--- src/lps_pkg.sv ---
// Shared types, widths and codes for the leaky PID controller.
// Used by the config register, controller, datapath and top-level files.
package lps_pkg;

	// Field widths.
	localparam int SIG_W   = 24;  // setpoint, measurement, leaky sum (Q16.8)
	localparam int ERR_W   = 25;  // error (Q17.8)
	localparam int DIFF_W  = 26;  // error difference (Q18.8)
	localparam int GAIN_W  = 24;  // gains (Q8.16)
	localparam int LIM_W   = 15;  // limits in whole units
	localparam int DRIVE_W = 16;  // result
	localparam int PROD_W  = DIFF_W + GAIN_W;
	localparam int ACC_W   = 52;  // product sums in Q.24
	localparam int IDX_W   = 3;
	localparam int DATA_W  = 24;

	// Fraction bits.
	localparam int SIG_FRAC   = 8;
	localparam int DECAY_FRAC = 16;
	localparam int PROD_FRAC  = 24;

	// Decay factor 0.8 in Q0.16 and the rounding offset of its product.
	localparam logic signed [GAIN_W-1:0] DECAY_Q16 = 24'sd52429;
	localparam logic signed [ACC_W-1:0] DECAY_RND = 52'sd32768;
	// Bias that turns the floor shift of a negative sum into truncation toward zero.
	localparam logic signed [ACC_W-1:0] TRUNC_BIAS = 52'sd16777215;

	// Register indexes.
	localparam logic [IDX_W-1:0] REG_PROP_GAIN   = 3'd0;
	localparam logic [IDX_W-1:0] REG_INT_GAIN    = 3'd1;
	localparam logic [IDX_W-1:0] REG_DERIV_GAIN  = 3'd2;
	localparam logic [IDX_W-1:0] REG_ACCUM_LIMIT = 3'd3;
	localparam logic [IDX_W-1:0] REG_ITERM_LIMIT = 3'd4;
	localparam logic [IDX_W-1:0] REG_DRIVE_LIMIT = 3'd5;
	localparam logic [IDX_W-1:0] REG_ERROR_SIGN  = 3'd6;

	// Register reset values.
	localparam logic [LIM_W-1:0] ACCUM_LIMIT_RST = 15'd80;
	localparam logic [LIM_W-1:0] ITERM_LIMIT_RST = 15'd300;
	localparam logic [LIM_W-1:0] DRIVE_LIMIT_RST = 15'd500;

	// Multiplier operand selection.
	localparam logic [1:0] MUL_DECAY = 2'd0;
	localparam logic [1:0] MUL_INT   = 2'd1;
	localparam logic [1:0] MUL_PROP  = 2'd2;
	localparam logic [1:0] MUL_DIFF  = 2'd3;

	// Accumulator operations.
	localparam logic [1:0] ACC_HOLD  = 2'd0;
	localparam logic [1:0] ACC_ITERM = 2'd1;
	localparam logic [1:0] ACC_ADD   = 2'd2;
	localparam logic [1:0] ACC_CLAMP = 2'd3;

	typedef struct packed {
		logic signed [GAIN_W-1:0] prop_gain;
		logic signed [GAIN_W-1:0] int_gain;
		logic signed [GAIN_W-1:0] deriv_gain;
		logic [LIM_W-1:0]         accum_limit;
		logic [LIM_W-1:0]         iterm_limit;
		logic [LIM_W-1:0]         drive_limit;
		logic                     error_sign;
	} cfg_t;

	typedef struct packed {
		logic       load_in;
		logic [1:0] mul_sel;
		logic       upd_leak;
		logic [1:0] acc_op;
		logic       load_out;
	} cmd_t;

	function automatic logic signed [ACC_W-1:0] clamp_sym(
		input logic signed [ACC_W-1:0] x,
		input logic signed [ACC_W-1:0] lim
	);
		logic signed [ACC_W-1:0] r;
		if (x > lim) begin
			r = lim;
		end else if (x < -lim) begin
			r = -lim;
		end else begin
			r = x;
		end
		return r;
	endfunction

endpackage

--- src/leaky_pid_saturating.sv ---
// A PID controller with a leaky, clamped integral: each request of setpoint and
// measurement yields one drive value, the clamped PID sum truncated to an integer.
// A request is taken when the block is idle; it passes through the decay, leak,
// integral, proportional, derivative, sum and clamp steps, and its result is loaded
// into the output register once that is free; no request is taken before then.
// The single shared multiplier forms the decay product and the three gain products
// in turn. A finished result may wait in the output register while the next
// request is accepted and worked on. Configuration writes are always ready.
module leaky_pid_saturating (
	input  logic                              clk,
	input  logic                              arst_n,
	input  logic                              in_valid,
	output logic                              in_stall,
	input  logic signed [lps_pkg::SIG_W-1:0]   setpoint,
	input  logic signed [lps_pkg::SIG_W-1:0]   measurement,
	output logic                              out_valid,
	input  logic                              out_stall,
	output logic signed [lps_pkg::DRIVE_W-1:0] drive,
	input  logic                              cfg_valid,
	output logic                              cfg_ready,
	input  logic [lps_pkg::IDX_W-1:0]          cfg_index,
	input  logic [lps_pkg::DATA_W-1:0]         cfg_data
);

	lps_pkg::cfg_t cfg;
	lps_pkg::cmd_t cmd;

	assign cfg_ready = 1'b1;

	lps_cfg u_cfg (
		.clk      (clk),
		.arst_n   (arst_n),
		.wr_en    (cfg_valid && cfg_ready),
		.wr_index (cfg_index),
		.wr_data  (cfg_data),
		.cfg      (cfg)
	);

	lps_ctrl u_ctrl (
		.clk       (clk),
		.arst_n    (arst_n),
		.in_valid  (in_valid),
		.in_stall  (in_stall),
		.out_valid (out_valid),
		.out_stall (out_stall),
		.cmd       (cmd)
	);

	lps_datapath u_dp (
		.clk         (clk),
		.arst_n      (arst_n),
		.cfg         (cfg),
		.cmd         (cmd),
		.setpoint    (setpoint),
		.measurement (measurement),
		.drive       (drive)
	);

endmodule

--- src/lps_cfg.sv ---
// Configuration registers of the leaky PID controller.
// Depends on lps_pkg for the register indexes, reset values and cfg_t.
module lps_cfg (
	input  logic                      clk,
	input  logic                      arst_n,
	input  logic                      wr_en,
	input  logic [lps_pkg::IDX_W-1:0]  wr_index,
	input  logic [lps_pkg::DATA_W-1:0] wr_data,
	output lps_pkg::cfg_t             cfg
);

	lps_pkg::cfg_t cfg_q;

	always_ff @(posedge clk or negedge arst_n) begin
		if (!arst_n) begin
			cfg_q.prop_gain   <= '0;
			cfg_q.int_gain    <= '0;
			cfg_q.deriv_gain  <= '0;
			cfg_q.accum_limit <= lps_pkg::ACCUM_LIMIT_RST;
			cfg_q.iterm_limit <= lps_pkg::ITERM_LIMIT_RST;
			cfg_q.drive_limit <= lps_pkg::DRIVE_LIMIT_RST;
			cfg_q.error_sign  <= 1'b0;
		end else if (wr_en) begin
			// Writes to an index beyond the register list are dropped.
			case (wr_index)
				lps_pkg::REG_PROP_GAIN: begin
					cfg_q.prop_gain <= $signed(wr_data[lps_pkg::GAIN_W-1:0]);
				end
				lps_pkg::REG_INT_GAIN: begin
					cfg_q.int_gain <= $signed(wr_data[lps_pkg::GAIN_W-1:0]);
				end
				lps_pkg::REG_DERIV_GAIN: begin
					cfg_q.deriv_gain <= $signed(wr_data[lps_pkg::GAIN_W-1:0]);
				end
				lps_pkg::REG_ACCUM_LIMIT: begin
					cfg_q.accum_limit <= wr_data[lps_pkg::LIM_W-1:0];
				end
				lps_pkg::REG_ITERM_LIMIT: begin
					cfg_q.iterm_limit <= wr_data[lps_pkg::LIM_W-1:0];
				end
				lps_pkg::REG_DRIVE_LIMIT: begin
					cfg_q.drive_limit <= wr_data[lps_pkg::LIM_W-1:0];
				end
				lps_pkg::REG_ERROR_SIGN: begin
					cfg_q.error_sign <= wr_data[0];
				end
				default: begin
				end
			endcase
		end
	end

	assign cfg = cfg_q;

endmodule

--- src/lps_datapath.sv ---
// Datapath of the leaky PID controller: error, leaky integral, shared multiplier,
// term accumulator and output register. Depends on lps_pkg; steered by lps_ctrl.
module lps_datapath (
	input  logic                              clk,
	input  logic                              arst_n,
	input  lps_pkg::cfg_t                     cfg,
	input  lps_pkg::cmd_t                     cmd,
	input  logic signed [lps_pkg::SIG_W-1:0]   setpoint,
	input  logic signed [lps_pkg::SIG_W-1:0]   measurement,
	output logic signed [lps_pkg::DRIVE_W-1:0] drive
);

	localparam int ACC_W  = lps_pkg::ACC_W;
	localparam int PROD_W = lps_pkg::PROD_W;
	localparam int SIG_W  = lps_pkg::SIG_W;
	localparam int ERR_W  = lps_pkg::ERR_W;
	localparam int DIFF_W = lps_pkg::DIFF_W;
	localparam int LIM_W  = lps_pkg::LIM_W;

	logic signed [ERR_W-1:0]             err_q;
	logic signed [ERR_W-1:0]             prev_err_q;
	logic signed [DIFF_W-1:0]            diff_q;
	logic signed [SIG_W-1:0]             leaky_q;
	logic signed [PROD_W-1:0]            prod_q;
	logic signed [ACC_W-1:0]             acc_q;
	logic signed [lps_pkg::DRIVE_W-1:0]  drive_q;

	logic signed [ERR_W-1:0]             err_new;
	logic signed [DIFF_W-1:0]            mul_a;
	logic signed [lps_pkg::GAIN_W-1:0]   mul_b;
	logic signed [ACC_W-1:0]             prod_ext;
	logic signed [ACC_W-1:0]             err_ext;
	logic signed [ACC_W-1:0]             decayed;
	logic signed [ACC_W-1:0]             leak_sum;
	logic signed [ACC_W-1:0]             leak_clamped;
	logic signed [ACC_W-1:0]             accum_lim;
	logic signed [ACC_W-1:0]             iterm_lim;
	logic signed [ACC_W-1:0]             drive_lim;
	logic signed [ACC_W-1:0]             trunc_val;

	// Error, with the sign chosen by the mode register.
	always_comb begin
		if (cfg.error_sign) begin
			err_new = {setpoint[SIG_W-1], setpoint} - {measurement[SIG_W-1], measurement};
		end else begin
			err_new = {measurement[SIG_W-1], measurement} - {setpoint[SIG_W-1], setpoint};
		end
	end

	// Limits scaled to Q16.8 for the leaky sum and to Q.24 for the terms.
	assign accum_lim = $signed({{(ACC_W-LIM_W-lps_pkg::SIG_FRAC){1'b0}},
		cfg.accum_limit, {lps_pkg::SIG_FRAC{1'b0}}});
	assign iterm_lim = $signed({{(ACC_W-LIM_W-lps_pkg::PROD_FRAC){1'b0}},
		cfg.iterm_limit, {lps_pkg::PROD_FRAC{1'b0}}});
	assign drive_lim = $signed({{(ACC_W-LIM_W-lps_pkg::PROD_FRAC){1'b0}},
		cfg.drive_limit, {lps_pkg::PROD_FRAC{1'b0}}});

	assign prod_ext = $signed({{(ACC_W-PROD_W){prod_q[PROD_W-1]}}, prod_q});
	assign err_ext  = $signed({{(ACC_W-ERR_W){err_q[ERR_W-1]}}, err_q});

	// The decayed sum rounds to nearest with ties upward, then takes in the error.
	assign decayed      = (prod_ext + lps_pkg::DECAY_RND) >>> lps_pkg::DECAY_FRAC;
	assign leak_sum     = decayed + err_ext;
	assign leak_clamped = lps_pkg::clamp_sym(leak_sum, accum_lim);

	// Operand selection for the shared multiplier.
	always_comb begin
		case (cmd.mul_sel)
			lps_pkg::MUL_DECAY: begin
				mul_a = {{(DIFF_W-SIG_W){leaky_q[SIG_W-1]}}, leaky_q};
				mul_b = lps_pkg::DECAY_Q16;
			end
			lps_pkg::MUL_INT: begin
				mul_a = {{(DIFF_W-SIG_W){leaky_q[SIG_W-1]}}, leaky_q};
				mul_b = cfg.int_gain;
			end
			lps_pkg::MUL_PROP: begin
				mul_a = {{(DIFF_W-ERR_W){err_q[ERR_W-1]}}, err_q};
				mul_b = cfg.prop_gain;
			end
			lps_pkg::MUL_DIFF: begin
				mul_a = diff_q;
				mul_b = cfg.deriv_gain;
			end
			default: begin
				mul_a = diff_q;
				mul_b = cfg.deriv_gain;
			end
		endcase
	end

	always_ff @(posedge clk) begin
		prod_q <= mul_a * mul_b;
	end

	always_ff @(posedge clk) begin
		if (cmd.load_in) begin
			err_q <= err_new;
		end
	end

	// Controller state that survives from one sample to the next.
	always_ff @(posedge clk or negedge arst_n) begin
		if (!arst_n) begin
			leaky_q    <= '0;
			prev_err_q <= '0;
		end else if (cmd.upd_leak) begin
			leaky_q    <= leak_clamped[SIG_W-1:0];
			prev_err_q <= err_q;
		end
	end

	always_ff @(posedge clk) begin
		if (cmd.upd_leak) begin
			diff_q <= {err_q[ERR_W-1], err_q} - {prev_err_q[ERR_W-1], prev_err_q};
		end
	end

	always_ff @(posedge clk) begin
		case (cmd.acc_op)
			lps_pkg::ACC_ITERM: begin
				acc_q <= lps_pkg::clamp_sym(prod_ext, iterm_lim);
			end
			lps_pkg::ACC_ADD: begin
				acc_q <= acc_q + prod_ext;
			end
			lps_pkg::ACC_CLAMP: begin
				acc_q <= lps_pkg::clamp_sym(acc_q, drive_lim);
			end
			default: begin
				acc_q <= acc_q;
			end
		endcase
	end

	// Negative sums get a bias so that the shift truncates toward zero.
	assign trunc_val = acc_q[ACC_W-1] ? acc_q + lps_pkg::TRUNC_BIAS : acc_q;

	always_ff @(posedge clk) begin
		if (cmd.load_out) begin
			drive_q <= trunc_val[lps_pkg::PROD_FRAC+lps_pkg::DRIVE_W-1:lps_pkg::PROD_FRAC];
		end
	end

	assign drive = drive_q;

endmodule

--- src/lps_ctrl.sv ---
// Sequencing controller of the leaky PID controller: steps one sample through
// the datapath and owns the channel handshakes. Depends on lps_pkg for cmd_t.
module lps_ctrl (
	input  logic          clk,
	input  logic          arst_n,
	input  logic          in_valid,
	output logic          in_stall,
	output logic          out_valid,
	input  logic          out_stall,
	output lps_pkg::cmd_t cmd
);

	localparam logic [3:0] ST_IDLE  = 4'd0;
	localparam logic [3:0] ST_DECAY = 4'd1;
	localparam logic [3:0] ST_LEAK  = 4'd2;
	localparam logic [3:0] ST_ITERM = 4'd3;
	localparam logic [3:0] ST_PTERM = 4'd4;
	localparam logic [3:0] ST_DTERM = 4'd5;
	localparam logic [3:0] ST_SUM   = 4'd6;
	localparam logic [3:0] ST_CLAMP = 4'd7;
	localparam logic [3:0] ST_OUT   = 4'd8;

	logic [3:0] state_q;
	logic [3:0] state_next;
	logic       out_valid_q;
	logic       out_free;

	// The output register can take a new result when empty or when its result leaves now.
	assign out_free = !out_valid_q || !out_stall;

	always_comb begin
		cmd        = '0;
		cmd.mul_sel = lps_pkg::MUL_DECAY;
		cmd.acc_op  = lps_pkg::ACC_HOLD;
		state_next = state_q;
		case (state_q)
			ST_IDLE: begin
				cmd.load_in = in_valid;
				if (in_valid) begin
					state_next = ST_DECAY;
				end
			end
			ST_DECAY: begin
				cmd.mul_sel = lps_pkg::MUL_DECAY;
				state_next  = ST_LEAK;
			end
			ST_LEAK: begin
				cmd.upd_leak = 1'b1;
				state_next   = ST_ITERM;
			end
			ST_ITERM: begin
				cmd.mul_sel = lps_pkg::MUL_INT;
				state_next  = ST_PTERM;
			end
			ST_PTERM: begin
				cmd.acc_op  = lps_pkg::ACC_ITERM;
				cmd.mul_sel = lps_pkg::MUL_PROP;
				state_next  = ST_DTERM;
			end
			ST_DTERM: begin
				cmd.acc_op  = lps_pkg::ACC_ADD;
				cmd.mul_sel = lps_pkg::MUL_DIFF;
				state_next  = ST_SUM;
			end
			ST_SUM: begin
				cmd.acc_op = lps_pkg::ACC_ADD;
				state_next = ST_CLAMP;
			end
			ST_CLAMP: begin
				cmd.acc_op = lps_pkg::ACC_CLAMP;
				state_next = ST_OUT;
			end
			ST_OUT: begin
				cmd.load_out = out_free;
				if (out_free) begin
					state_next = ST_IDLE;
				end
			end
			default: begin
				state_next = ST_IDLE;
			end
		endcase
	end

	always_ff @(posedge clk or negedge arst_n) begin
		if (!arst_n) begin
			state_q     <= ST_IDLE;
			out_valid_q <= 1'b0;
		end else begin
			state_q <= state_next;
			if (cmd.load_out) begin
				out_valid_q <= 1'b1;
			end else if (!out_stall) begin
				out_valid_q <= 1'b0;
			end
		end
	end

	assign in_stall  = (state_q != ST_IDLE);
	assign out_valid = out_valid_q;

endmodule

--- config.mk ---
export PLATFORM = sky130hd
export DESIGN_NAME = leaky_pid_saturating
export DESIGN_NICKNAME = d
export VERILOG_FILES = /design/src/lps_pkg.sv /design/src/leaky_pid_saturating.sv /design/src/lps_cfg.sv /design/src/lps_datapath.sv /design/src/lps_ctrl.sv
export SDC_FILE = /design/constraint.sdc
export NUM_CORES = 2
export LEC_CHECK = 0
export BUFFER_PORTS_ARGS = -buffer_cell sky130_fd_sc_hd__buf_2
export CAP_MARGIN = 20
export CELL_PAD_IN_SITES_DETAIL_PLACEMENT = 0
export CELL_PAD_IN_SITES_GLOBAL_PLACEMENT = 2
export CORE_UTILIZATION = 42
export CTS_CLUSTER_SIZE = 12
export DETAILED_ROUTE_END_ITERATION = 12
export PLACE_DENSITY = 0.92
export SLEW_MARGIN = 20
export SYNTH_ARGS = -nofsm -noshare
export SYNTH_HDL_FRONTEND = slang
export SYNTH_SLANG_ARGS = --single-unit
--- constraint.sdc ---
create_clock -name clk -period 13.05 [get_ports clk]
set_clock_uncertainty 0.05 [all_clocks]
set_input_delay 0.6525 -clock clk [delete_from_list [all_inputs] [get_ports clk]]
set_output_delay 0.6525 -clock clk [all_outputs]
set_load 0.01 [all_outputs]
==> insert_results.sql <==
INSERT INTO impl_metrics (metric_group, metric, value, unit) VALUES
('logic_synthesis', 'async_flop_share', '50.4', '%'),
('sta', 'min_period_over_period', '81.4', '%'),
('floorplan', 'num_rows', '124', ''),
('finish', 'mostFrequentLayoutCell', 'inv_1', ''),
('critical_path', 'critPathLaunchType', 'flop', ''),
('sta', 'max-slew-margin-rel', '20.0', '%'),
('sta', 'worst_slew_pin_slew', '1.20', 'ns'),
('clock_tree', 'cts_tree', 'built', ''),
('logic_synthesis', 'synth_simple_gate_area_share', '14.5', '%'),
('sta', 'final_hold_violating_endpoints', '0', ''),
('logic_synthesis', 'synthMuxAreaShare', '3.08', '%'),
('sta', 'grt_setup_unrepaired', 'no', ''),
('finish', 'area_growth_from_synthesis_to_final_layout', '7.52', '%'),
('finish', 'final_nets', '6623', ''),
('sta', 'drv_slew', '0', ''),
('clock_tree', 'cts_root_buffer', 'clkbuf_16', ''),
('clock_tree', 'max-clock-path-buffers', '3', ''),
('logic_synthesis', 'synthAdderAreaFrac', '38.2', '%'),
('critical_path', 'timing.setup.critical_path_class', 'flop to flop', ''),
('floorplan', 'initial_utilization', '42.6', '%'),
('clock_tree', 'post-cts-setup-buffer-count', '0', ''),
('clock_tree', 'cts_htree_levels', '2', ''),
('critical_path', 'worst_path_max_delay_cell', 'fa_1', ''),
('floorplan', 'die-area', '118000', 'sq um'),
('logic_synthesis', 'number_of_enable_flip_flop_cells_after_synthesis', '119', ''),
('worst_hold_path', 'timing.hold.worst.class', 'input pin to async pin', ''),
('clock_tree', 'cts-hold-fix-buffers', '0', ''),
('logic_synthesis', 'post_synthesis_compound_gate_area_fraction', '13.3', '%'),
('route', 'dr.first_iter.drc_count', '3235', ''),
('route', 'drt.antenna.violating_nets', '0', ''),
('logic_synthesis', 'number_of_distinct_standard_cells_referenced_by_the_synthesized_netlist', '93', ''),
('critical_path', 'critical_path.startpoint', 'u_ctrl.state_q[0]$_DFFE_PN0P_', ''),
('logic_synthesis', 'synth-seq-area-share', '18.2', '%'),
('run_status', 'run_status', 'finished clean', ''),
('logic_synthesis', 'largest_family_of_logic_cells_by_synthesized_area', 'adder cells', ''),
('critical_path', 'crit_buf_inv', '8', ''),
('global_route', 'global_route_wire_length_before_repair', '238', 'mm'),
('sta', 'max_freq', '94.1', 'MHz'),
('placement', 'placement.io_buffers', '97', ''),
('route', 'finalWirelength', '155', 'mm'),
('route', 'viasPerCell', '5.65', ''),
('finish', 'layout.cells.most_common_list', '850 x inv_1, 656 x fa_1, 542 x nand2_1, 505 x nor2_1, 444 x ha_1', ''),
('placement', 'detailed_place_hpwl', '124', 'mm'),
('global_route', 'grt_pass1_vias', '39300', ''),
('logic_synthesis', 'synth-main-ff-cell', 'dfrtp_1', ''),
('route', 'first_pass_iters', '6', ''),
('logic_synthesis', 'synth-xor-area-share', '4.58', '%'),
('placement', 'routabilityCongestion', '0.929', ''),
('logic_synthesis', 'ys.warnings.count', '0', ''),
('sta', 'setup_violations', '0', ''),
('route', 'drcViolationCount', '0', ''),
('global_route', 'globalRouteOverflowTotal', '0', ''),
('clock_tree', 'insertion_delay_to_the_later_sink_of_the_worst_skew_pair', '0.60', 'ns'),
('global_route', 'grt_use_total', '26.6', '%'),
('logic_synthesis', 'synthCells', '5439', ''),
('global_route', 'grt_start_max_net_pins', '75', ''),
('logic_synthesis', 'syn-mean-instance-area', '9.00', 'sq um'),
('critical_path', 'critical_path_arrival', '11.02', 'ns'),
('finish', 'drive_above_1_share', '8.29', '%'),
('critical_path', 'required', '13.44', 'ns'),
('global_route', 'antenna_found_initial', '5', ''),
('logic_synthesis', 'ys_seq_elements', '341', ''),
('floorplan', 'io_pins', '99', ''),
('floorplan', 'die_height', '343', 'um'),
('clock_tree', 'cts-resized-gates', '0', ''),
('critical_path', 'critical_path.most_common_cell', 'fa_1', ''),
('logic_synthesis', 'synth_nets', '6619', ''),
('clock_tree', 'clock_sinks', '341', ''),
('critical_path', 'critPathMaxStageDelay', '0.93', 'ns'),
('critical_path', 'critPathCaptureType', 'flop', ''),
('logic_synthesis', 'area_of_the_mapped_netlist', '49000', 'sq um');
## state kept, by name, indices dropped and copies added (netlist names)
name              flops
u_dp.drive           16
u_cfg.cfg           118
u_dp.prev_err_q      25
u_dp.prod_q          50
u_dp.err_q           25
u_dp.acc_q           52
u_dp.diff_q          26
u_dp.leaky_q         24
u_ctrl.out_valid      1
u_ctrl.state_q        4
## worst paths after layout
check / to / slack, ns / cells after the start
max in group asynchronous: u_cfg.cfg[10]$_DFFE_PN0P_ / 10.97 / 3
setup / recovery: u_dp.prod_q[49]$_DFF_P_ / 2.42 / 27
setup reg to reg: u_dp.prod_q[49]$_DFF_P_ / 2.42 / 27
hold reg to reg: u_dp.leaky_q[1]$_DFFE_PN0P_ / 0.45 / 2
min in group clk: u_cfg.cfg[112]$_DFFE_PN0P_ / 0.28 / 2
hold / removal: u_cfg.cfg[86]$_DFFE_PN0P_ / 0.03 / 1
## cell type report
type                    instances  area, sq um
well taps                    1512         1890
multi-input cells            4026        36300
fillers                     11200        62300
repair buffers                182         1160
clock inverters                12          103
inverters                     853         3200
flip-flops and latches        341         8890
clock buffers                  60         1140
## per-layer routing
layer	track usage, %	wire (um)
met4	9.87	6440
met1	37.9	68400
met2	40.9	68200
met3	4.07	12200
met5	0	9
## metrics by stage
stage,hold slack [ns],worst slack [ns],cell area (sq um),instances,util (%)
5_1_grt,0.0859,1.78,52700,6986,45.8
3_3_place_gp,0.410,2.71,51300,6910,44.7
3_5_place_dp,0.421,2.54,51400,6911,44.7
4_1_cts,0.0545,2.50,52600,6983,45.8
6_report,0.0314,2.42,52700,6986,45.8
2_1_floorplan,0.307,3.95,49000,5439,-
## synthesized netlist by cell type (56+ instances only)
| master | number | area (sq um) |
|---|---|---|
| a21o_1 | 119 | 893 |
| a21oi_1 | 227 | 1140 |
| clkbuf_1 | 200 | 751 |
| dfrtp_1 | 160 | 4000 |
| edfxtp_1 | 119 | 3570 |
| fa_1 | 656 | 13100 |
| ha_1 | 444 | 5560 |
| inv_1 | 851 | 3190 |
| mux2_2 | 109 | 1230 |
| nand2_1 | 542 | 2030 |
| nand2b_1 | 60 | 375 |
| nand3_1 | 80 | 400 |
| nand4_1 | 56 | 350 |
| nor2_1 | 507 | 1900 |
| nor3_1 | 62 | 310 |
| o21ai_0 | 212 | 1060 |
| xnor2_1 | 180 | 1580 |
| xor2_1 | 76 | 666 |
## logic make-up (layout without fill, tap and decap cells)
kind of cell,count (synthesis),after routing
AOI/OAI and AO/OA,973,973
xor gates and xnor gates,256,256
adders and majority gates,1100,1100
buffers and inverters,1072,1107
DFF,341,341
muxes,137,137
other,1,1
and+or+nand+nor,1559,1559
Power is not shown: default switching activity piles up to over one toggle a cycle in this logic, so the estimate is an artifact.
